[src/hdl/cdq_pkg.sv]
// ----------------------------------------------------------------------------
// Circular deque package
// Shared widths, operation and status codes, and controller command type.
// ----------------------------------------------------------------------------
package cdq_pkg;

  // Default number of storage slots.
  localparam int CDQ_DEPTH = 16;

  // Field widths.
  localparam int FUNC_W = 2;
  localparam int DATA_W = 32;
  localparam int STAT_W = 2;
  localparam int CAP_W  = 5;

  // Capacity after reset.
  localparam int CAP_RESET = 16;

  // Operation codes.
  localparam logic [FUNC_W-1:0] OP_PUSH_REAR  = 2'd0;
  localparam logic [FUNC_W-1:0] OP_PUSH_FRONT = 2'd1;
  localparam logic [FUNC_W-1:0] OP_POP_FRONT  = 2'd2;
  localparam logic [FUNC_W-1:0] OP_POP_REAR   = 2'd3;

  // Status codes.
  localparam logic [STAT_W-1:0] ST_DONE  = 2'd0;
  localparam logic [STAT_W-1:0] ST_FULL  = 2'd1;
  localparam logic [STAT_W-1:0] ST_EMPTY = 2'd2;

  // Commands from the controller to the datapath.
  typedef struct packed {
    logic exec;      // apply the accepted operation
    logic load_out;  // move the finished result into the output register
  } cdq_cmd_t;

endpackage

[src/hdl/cdq_if.sv]
// ----------------------------------------------------------------------------
// Circular deque channel interfaces
// Valid/ready channels for request beats and result beats.
// ----------------------------------------------------------------------------

// Request channel: one operation per beat.
interface cdq_in_if import cdq_pkg::*; ();
  logic                     valid;
  logic                     ready;
  logic [FUNC_W-1:0]        func;
  logic signed [DATA_W-1:0] push_value;

  modport source (output valid, func, push_value, input ready);
  modport sink   (input valid, func, push_value, output ready);
endinterface

// Result channel: one result per beat.
interface cdq_out_if import cdq_pkg::*; ();
  logic                     valid;
  logic                     ready;
  logic [STAT_W-1:0]        status;
  logic signed [DATA_W-1:0] popped_value;
  logic                     now_empty;
  logic                     now_full;

  modport source (output valid, status, popped_value, now_empty, now_full, input ready);
  modport sink   (input valid, status, popped_value, now_empty, now_full, output ready);
endinterface

[src/hdl/cdq_ctrl.sv]
// ----------------------------------------------------------------------------
// Circular deque controller
// Sequences one request through execute and result load, and owns out valid.
// ----------------------------------------------------------------------------
module cdq_ctrl import cdq_pkg::*; (
  input  logic     clk,
  input  logic     rst_n,
  input  logic     in_valid,
  output logic     in_ready,
  output logic     out_valid,
  input  logic     out_ready,
  output cdq_cmd_t cmd
);

  localparam logic ST_IDLE = 1'b0;
  localparam logic ST_LOAD = 1'b1;

  logic state_r;
  logic state_nxt;
  logic out_valid_r;
  logic out_valid_nxt;
  logic out_free;

  // The output register can take a new result when empty or being drained.
  assign out_free = !out_valid_r || out_ready;

  // Command decode.
  assign in_ready     = (state_r == ST_IDLE);
  assign cmd.exec     = in_valid && in_ready;
  assign cmd.load_out = (state_r == ST_LOAD) && out_free;

  // Next state.
  always_comb begin
    state_nxt = state_r;
    unique case (state_r)
      ST_IDLE: begin
        if (cmd.exec) state_nxt = ST_LOAD;
      end
      ST_LOAD: begin
        if (out_free) state_nxt = ST_IDLE;
      end
      default: state_nxt = ST_IDLE;
    endcase
  end

  // Output valid: set on load, cleared when the beat is taken.
  always_comb begin
    out_valid_nxt = out_valid_r;
    priority if (cmd.load_out) begin
      out_valid_nxt = 1'b1;
    end else if (out_ready) begin
      out_valid_nxt = 1'b0;
    end else begin
      out_valid_nxt = out_valid_r;
    end
  end

  always_ff @(posedge clk) begin
    if (!rst_n) begin
      state_r     <= ST_IDLE;
      out_valid_r <= 1'b0;
    end else begin
      state_r     <= state_nxt;
      out_valid_r <= out_valid_nxt;
    end
  end

  assign out_valid = out_valid_r;

endmodule

[src/hdl/cdq_datapath.sv]
// ----------------------------------------------------------------------------
// Circular deque datapath
// Slot memory, head and tail pointers, capacity, and the result registers.
// ----------------------------------------------------------------------------
module cdq_datapath import cdq_pkg::*; #(
  parameter int DEPTH = CDQ_DEPTH
) (
  input  logic                     clk,
  input  logic                     rst_n,
  input  logic                     cfg_we,
  input  logic [CAP_W-1:0]         cfg_wdata,
  input  cdq_cmd_t                 cmd,
  input  logic [FUNC_W-1:0]        func,
  input  logic signed [DATA_W-1:0] push_value,
  output logic [STAT_W-1:0]        status,
  output logic signed [DATA_W-1:0] popped_value,
  output logic                     now_empty,
  output logic                     now_full
);

  localparam int IDX_W = (DEPTH > 1) ? $clog2(DEPTH) : 1;
  localparam int CMP_W = ($clog2(DEPTH + 1) > CAP_W) ? $clog2(DEPTH + 1) : CAP_W;
  localparam int RST_CAP = (DEPTH < CAP_RESET) ? DEPTH : CAP_RESET;
  localparam logic [IDX_W-1:0] RST_LAST = IDX_W'(RST_CAP - 1);
  localparam logic [IDX_W-1:0] IDX_ONE  = IDX_W'(1);
  localparam logic [CMP_W-1:0] DEPTH_C  = CMP_W'(DEPTH);

  logic signed [DATA_W-1:0] mem [DEPTH];

  logic [IDX_W-1:0] head_r, head_nxt;
  logic [IDX_W-1:0] tail_r, tail_nxt;
  logic             empty_r, empty_nxt;
  logic [IDX_W-1:0] cap_last_r;
  logic [IDX_W-1:0] cfg_last;
  logic [CMP_W-1:0] cfg_ext;

  logic [IDX_W-1:0] head_inc, head_dec, tail_inc, tail_dec, tail_nxt_inc;
  logic             full_now;
  logic             wr_en;
  logic [IDX_W-1:0] wr_addr;
  logic [IDX_W-1:0] rd_addr;
  logic             pop_ok;
  logic [STAT_W-1:0] stat;

  logic signed [DATA_W-1:0] rdata_r;
  logic                     pop_ok_r;
  logic [STAT_W-1:0]        stat_r;
  logic                     res_empty_r;
  logic                     res_full_r;

  logic [STAT_W-1:0]        out_status_r;
  logic signed [DATA_W-1:0] out_value_r;
  logic                     out_empty_r;
  logic                     out_full_r;

  // Last slot index for a capacity write: zero acts as one, large values clamp.
  always_comb begin
    cfg_ext = CMP_W'(cfg_wdata);
    priority if (cfg_ext == '0) begin
      cfg_last = '0;
    end else if (cfg_ext > DEPTH_C) begin
      cfg_last = IDX_W'(DEPTH - 1);
    end else begin
      cfg_last = IDX_W'(cfg_ext - CMP_W'(1));
    end
  end

  // Pointer neighbors, wrapping at the capacity in use.
  assign head_inc = (head_r == cap_last_r) ? '0 : head_r + IDX_ONE;
  assign head_dec = (head_r == '0) ? cap_last_r : head_r - IDX_ONE;
  assign tail_inc = (tail_r == cap_last_r) ? '0 : tail_r + IDX_ONE;
  assign tail_dec = (tail_r == '0) ? cap_last_r : tail_r - IDX_ONE;
  assign full_now = !empty_r && (tail_inc == head_r);

  // Operation decode and next pointer state.
  always_comb begin
    head_nxt  = head_r;
    tail_nxt  = tail_r;
    empty_nxt = empty_r;
    wr_en     = 1'b0;
    wr_addr   = '0;
    rd_addr   = head_r;
    pop_ok    = 1'b0;
    stat      = ST_DONE;
    unique case (func)
      OP_PUSH_REAR, OP_PUSH_FRONT: begin
        priority if (full_now) begin
          stat = ST_FULL;
        end else if (empty_r) begin
          head_nxt  = '0;
          tail_nxt  = '0;
          empty_nxt = 1'b0;
          wr_en     = 1'b1;
          wr_addr   = '0;
        end else if (func == OP_PUSH_REAR) begin
          tail_nxt = tail_inc;
          wr_en    = 1'b1;
          wr_addr  = tail_inc;
        end else begin
          head_nxt = head_dec;
          wr_en    = 1'b1;
          wr_addr  = head_dec;
        end
      end
      OP_POP_FRONT, OP_POP_REAR: begin
        priority if (empty_r) begin
          stat = ST_EMPTY;
        end else begin
          pop_ok  = 1'b1;
          rd_addr = (func == OP_POP_FRONT) ? head_r : tail_r;
          priority if (head_r == tail_r) begin
            head_nxt  = '0;
            tail_nxt  = '0;
            empty_nxt = 1'b1;
          end else if (func == OP_POP_FRONT) begin
            head_nxt = head_inc;
          end else begin
            tail_nxt = tail_dec;
          end
        end
      end
      default: stat = ST_DONE;
    endcase
  end

  // Full flag as it stands after the operation.
  assign tail_nxt_inc = (tail_nxt == cap_last_r) ? '0 : tail_nxt + IDX_ONE;

  // Pointer and capacity registers; a capacity write empties the deque.
  always_ff @(posedge clk) begin
    if (!rst_n) begin
      head_r     <= '0;
      tail_r     <= '0;
      empty_r    <= 1'b1;
      cap_last_r <= RST_LAST;
    end else if (cfg_we) begin
      head_r     <= '0;
      tail_r     <= '0;
      empty_r    <= 1'b1;
      cap_last_r <= cfg_last;
    end else if (cmd.exec) begin
      head_r  <= head_nxt;
      tail_r  <= tail_nxt;
      empty_r <= empty_nxt;
    end
  end

  // Slot memory: one write port, one registered read port.
  always_ff @(posedge clk) begin
    if (cmd.exec && wr_en) begin
      mem[wr_addr] <= push_value;
    end
  end

  always_ff @(posedge clk) begin
    if (cmd.exec) begin
      rdata_r <= mem[rd_addr];
    end
  end

  // Result stage, captured while the operation executes.
  always_ff @(posedge clk) begin
    if (cmd.exec) begin
      pop_ok_r    <= pop_ok;
      stat_r      <= stat;
      res_empty_r <= empty_nxt;
      res_full_r  <= !empty_nxt && (tail_nxt_inc == head_nxt);
    end
  end

  // Output register.
  always_ff @(posedge clk) begin
    if (cmd.load_out) begin
      out_status_r <= stat_r;
      out_value_r  <= pop_ok_r ? rdata_r : '0;
      out_empty_r  <= res_empty_r;
      out_full_r   <= res_full_r;
    end
  end

  assign status       = out_status_r;
  assign popped_value = out_value_r;
  assign now_empty    = out_empty_r;
  assign now_full     = out_full_r;

endmodule

[src/hdl/circular_double_ended_queue.sv]
// ----------------------------------------------------------------------------
// Circular double-ended queue
// Deque of signed 32-bit values in a circular slot memory, pushed and popped
// at either end, with a run-time capacity register.
// ----------------------------------------------------------------------------
// Usage:
//   in_ch carries one request per beat: func selects push rear, push front,
//   pop front or pop rear, and push_value is the value a push stores.
//   out_ch returns one result beat per request, in order: status, the popped
//   value (zero unless a pop succeeded), and the empty and full flags after
//   the operation. A push into a full deque or a pop from an empty one
//   reports its status and changes nothing.
//   cfg_we/cfg_wdata set the capacity (zero acts as one, values above DEPTH
//   act as DEPTH) and empty the deque; write it only while no request is open.
//   A request's result is captured in the result registers as the request is
//   accepted, then moved into the output register once that register is free.
//   No new request is accepted until the last result has been moved there.
//   The output register holds a finished result while out_ch is stalled; a
//   new request is still accepted, and its result waits until the held beat
//   is taken. Reset empties the deque and sets the capacity to 16, or DEPTH
//   if that is smaller. No clearing pass is needed: slots are read only
//   after they have been written.
// ----------------------------------------------------------------------------
module circular_double_ended_queue import cdq_pkg::*; #(
  parameter int DEPTH = CDQ_DEPTH
) (
  input  logic             clk,
  input  logic             rst_n,
  input  logic             cfg_we,
  input  logic [CAP_W-1:0] cfg_wdata,
  cdq_in_if.sink           in_ch,
  cdq_out_if.source        out_ch
);

  cdq_cmd_t cmd;

  // Sequencing and handshakes.
  cdq_ctrl u_ctrl (
    .clk       (clk),
    .rst_n     (rst_n),
    .in_valid  (in_ch.valid),
    .in_ready  (in_ch.ready),
    .out_valid (out_ch.valid),
    .out_ready (out_ch.ready),
    .cmd       (cmd)
  );

  // Storage, pointers and result registers.
  cdq_datapath #(
    .DEPTH (DEPTH)
  ) u_datapath (
    .clk          (clk),
    .rst_n        (rst_n),
    .cfg_we       (cfg_we),
    .cfg_wdata    (cfg_wdata),
    .cmd          (cmd),
    .func         (in_ch.func),
    .push_value   (in_ch.push_value),
    .status       (out_ch.status),
    .popped_value (out_ch.popped_value),
    .now_empty    (out_ch.now_empty),
    .now_full     (out_ch.now_full)
  );

endmodule

[src/flat_wrapper.sv]
// flat-port wrapper written by rule: the top's interface ports become plain ports
module circular_double_ended_queue_flat import cdq_pkg::*;
#(
  parameter int DEPTH = CDQ_DEPTH
)
  (clk, rst_n, cfg_we, cfg_wdata, in_ch_valid, in_ch_func, in_ch_push_value, in_ch_ready, out_ch_valid, out_ch_status, out_ch_popped_value, out_ch_now_empty, out_ch_now_full, out_ch_ready);
  cdq_in_if in_ch_i ();
  cdq_out_if out_ch_i ();
  input  logic clk;
  input  logic rst_n;
  input  logic cfg_we;
  input  logic [CAP_W-1:0] cfg_wdata;
  input wire logic [$bits(in_ch_i.valid)-1:0] in_ch_valid;
  input wire logic [$bits(in_ch_i.func)-1:0] in_ch_func;
  input wire logic [$bits(in_ch_i.push_value)-1:0] in_ch_push_value;
  output wire logic [$bits(in_ch_i.ready)-1:0] in_ch_ready;
  output wire logic [$bits(out_ch_i.valid)-1:0] out_ch_valid;
  output wire logic [$bits(out_ch_i.status)-1:0] out_ch_status;
  output wire logic [$bits(out_ch_i.popped_value)-1:0] out_ch_popped_value;
  output wire logic [$bits(out_ch_i.now_empty)-1:0] out_ch_now_empty;
  output wire logic [$bits(out_ch_i.now_full)-1:0] out_ch_now_full;
  input wire logic [$bits(out_ch_i.ready)-1:0] out_ch_ready;
  assign in_ch_i.valid = in_ch_valid;
  assign in_ch_i.func = in_ch_func;
  assign in_ch_i.push_value = in_ch_push_value;
  assign in_ch_ready = in_ch_i.ready;
  assign out_ch_valid = out_ch_i.valid;
  assign out_ch_status = out_ch_i.status;
  assign out_ch_popped_value = out_ch_i.popped_value;
  assign out_ch_now_empty = out_ch_i.now_empty;
  assign out_ch_now_full = out_ch_i.now_full;
  assign out_ch_i.ready = out_ch_ready;
  circular_double_ended_queue #(.DEPTH(DEPTH)) u_core (.clk(clk), .rst_n(rst_n), .cfg_we(cfg_we), .cfg_wdata(cfg_wdata), .in_ch(in_ch_i), .out_ch(out_ch_i));
endmodule
[config.mk]
export PLATFORM = sky130hd
export DESIGN_NAME = circular_double_ended_queue_flat
export DESIGN_NICKNAME = d
export VERILOG_FILES = /design/src/hdl/cdq_pkg.sv /design/src/hdl/cdq_if.sv /design/src/hdl/cdq_ctrl.sv /design/src/hdl/cdq_datapath.sv /design/src/hdl/circular_double_ended_queue.sv /design/src/flat_wrapper.sv
export SDC_FILE = /design/constraint.sdc
export NUM_CORES = 1
export LEC_CHECK = 0
export ABC_CLOCK_PERIOD_IN_PS = 5500
export BUFFER_PORTS_ARGS = -buffer_cell sky130_fd_sc_hd__buf_4
export CORE_MARGIN = 4
export CORE_UTILIZATION = 60
export CTS_BUF_LIST = sky130_fd_sc_hd__clkbuf_8
export CTS_CLUSTER_SIZE = 40
export DETAILED_ROUTE_END_ITERATION = 10
export HOLD_SLACK_MARGIN = 0.03
export PLACE_DENSITY_LB_ADDON = 0.12
export SYNTH_ARGS = -nofsm -noshare
export SYNTH_HDL_FRONTEND = slang
export SYNTH_SLANG_ARGS = --single-unit
[constraint.sdc]
create_clock -name clk -period 5.5 [get_ports clk]
set_input_delay 0.825 -clock clk [delete_from_list [all_inputs] [get_ports clk]]
set_output_delay 0.825 -clock clk [all_outputs]
set_load 0.05 [all_outputs]
==> out/metrics.yaml <==
status: "finished, final reports clean"
start_kind: "register"
relSlewSlack: 0.3635
hp-start: "rst_n"
yosysWarnings: 0
synth_adder_area_share: 0.003137
start_util: 0.6135
final_nets: 1474
die_y_um: 207.7
synth.distinct_cells: 63
ys_top_cells_by_area: "edfxtp_1, mux4_2, and2_1"
rsz0062_at_grt: "false"
drc: 0
dpl.cell_count: 1845
place_ws_ps: 853.7
worst_setup_path_end_kind: "register"
syn_to_final_growth_pct: 13.77
holdBufCountCts: 0
crit_slowest_cell: "dfxtp_1"
gp_congestion: 0.8463
fin_area_sq_um: 27230
vdd_drop_max_mv: 0.2629
drt_iter0_drc: 1303
synth.cell_area_sq_um: 23930
fin_tns_setup_ps: 0
synthFlopType: "edfxtp_1"
fin_crit_sh: 0.8561
worstPathRequired_ps: 5840
ctsRootBufferMaster: "clkbuf_8"
min_path_cells: 2
vias_per_cell: 6.213
setup_viol: 0
instances_no_fill: 2010
cp_max_fo: 20
fin_crit_ps: 4709
syn_area_per_cell_sq_um: 18.80
synth_cells: 1273
portBuffers: 81
power_mw: 9.197
clock-sinks: 600
yosysMostFrequentCell: "edfxtp_1"
cts_resized: 0
num_rows: 72
synth_compound_area_frac: 0.04674
core_sq_um: 39010
r2r-end: "u_core.u_datapath.mem[11][9]"
dpl.hpwl_um: 29080
synthArstFlopShare: 0
antenna_cells: 0
cellLeakagePower_nw: 9.164
arrival_ps: 5050
grt_pass1_vias: 12720
yosys.area.top_type_share: 0.7340
clk_latency_ps: 660
fmax_mhz: 212.4
rr_worst_depth: 11
tritoncts: "built"
cap_violations: 0
synthSimpleGateAreaFrac: 0.05171
hold_viol: 0
worst_slew_pin_slew_ps: 930.6
placed_cell_area_sq_um: 25490
wl_per_cell_um: 25.71
ys_ff_latch: 600
dieArea_sq_um: 43150
io_pins: 82
skew_ps: 31.42
cts_max_path_buffers: 3
timing.rr.start: "u_core.u_datapath.tail_r[2]"
p_per_area_nw_per_um2: 337.8
synthTopCellsByCount: "edfxtp_1, mux4_2, nand2_1, and2_1, nor2_1"
routed_wl_um: 51670
grt_remaining_overflow: 0
rrSetupSlack_ps: 790
syn-num-nets: 1323
ant_nets: 0
antenna_found_initial: 2
cts.htree.levels: 3
yosysSeqAreaShare: 0.7466
cpPeakStageDelay_ps: 750
synth_xor_area_frac: 0.006954
synth_mux_area_frac: 0.1252
drive_gt1_frac: 0.2755
cts_buffers: 95
yosysTopAreaCell: "edfxtp_1"
dr.pass1.iters: 5
worstSetupPathType: "register to register"
path_cells: "xor2_1, or4_1, o2111a_2, nor3_1, nor2_1, a21oi_1, nand2_1, nor2_1, nand2_1, nor2_4, buf_4"
grt_max_degree: 65
track_usage: 0.2422
drv_slew: 0
grt_pass1_wl_um: 79030
hp-class: "primary input to register"
clkSlewWorstSetupHoldPaths_ps: 70
synth_top_family_by_area: "multiplexers"
fp.dieW_um: 207.7
whs_endpoint: "u_core.u_datapath.cap_last_r[2]"
synth_edf_count: 585
vias: 12490
final.setup.worst_slack_ps: 791.2
cts_setup_buffers: 0
## worst max path at each step
stage,startpoint,endpoint,slack [ps],depth (start not counted)
final,u_core.u_datapath.tail_r[2],u_core.u_datapath.mem[11][9],790,11
after global routing,u_core.u_datapath.tail_r[2],u_core.u_datapath.mem[11][9],480,11
after CTS,u_core.u_datapath.tail_r[2],u_core.u_datapath.mem[11][9],820,11
after detailed placement,u_core.u_datapath.tail_r[0],u_core.u_datapath.mem[11][9],850,12
after global placement,u_core.u_datapath.tail_r[2],u_core.u_datapath.mem[11][9],800,11
after floorplan,u_core.u_datapath.cap_last_r[2],u_core.u_datapath.mem[6][0],1360,11
## layout make-up
| class | instances | area (sq um) |
|---|---|---|
| clock inverters | 69 | 417.9 |
| multi-input cells | 578 | 5771 |
| flip-flops and latches | 600 | 17870 |
| clock buffers | 96 | 1321 |
| fillers | 2489 | 11780 |
| repair buffers | 128 | 1124 |
| inverters | 21 | 78.83 |
| well taps | 518 | 648.1 |
## kinds of logic (layout without fill, tap and decap cells)
group                    after synthesis  count (layout)
multiplexers                         139             139
buffers and inverters                 95             314
XOR/XNOR                              19              19
flip-flops                           600             600
adder cells (fa/ha/maj)                6               6
AND/OR/NAND/NOR                      257             257
AO/OA/AOI/OAI                        157             157
## state kept, by name (all words and copies together) (netlist names), 2 cells and up
register / cells
u_core.u_datapath.rdata_r: 32
u_core.u_datapath.tail_r: 4
u_core.u_datapath.popped_value: 32
u_core.u_datapath.stat_r: 2
u_core.u_datapath.mem: 512
u_core.u_datapath.cap_last_r: 4
u_core.u_datapath.head_r: 4
u_core.u_datapath.status: 2
## critical path: cells and delay by family, from the launching register on
kind / cells / cell delay (ps)
buffers and inverters: 1 / 320
XOR/XNOR: 1 / 190
AND/OR/NAND/NOR: 7 / 2510
AO/OA/AOI/OAI: 2 / 600
flip-flops: 1 / 750
## placed cells by master (no fill, tap or decap), types with 19 or more instances in the layout
cell	synthesis	routed
a211oi_1	45	45
and2_1	63	62
clkinv_1	0	24
inv_1	21	40
a31oi_1	34	34
a21oi_1	21	19
buf_4	2	115
nand2_1	94	94
edfxtp_1	585	585
nor2_1	50	34
clkbuf_8	5	96
mux4_2	128	128
## where the power goes
group          leakage (nW)  internal (mW)  switching, mW
clock                 0.961           1.82           1.69
sequential             5.43           5.10         0.0348
combinational          2.77          0.207          0.353
## metal layers
layer / vias to the layer above / routed length (um) / global-route usage
met5: - / 28 / 0
met4: 4 / 1057 / 0.06840
met3: 69 / 3802 / 0.04927
met2: 513 / 24540 / 0.3723
met1: 6457 / 22250 / 0.3638
li1: 5446 / - / -
## through the flow
| stage | util | hold slack [ps] |
|---|---|---|
| after floorplan | - | 400.3 |
| after global placement | 0.6534 | 401.2 |
| after detailed placement | 0.6534 | 407.2 |
| after CTS | 0.6980 | 345.0 |
| after global routing | 0.6980 | 374.3 |
| final | 0.6980 | 400.9 |
No activity file was read; power rests on OpenSTA's default activity.
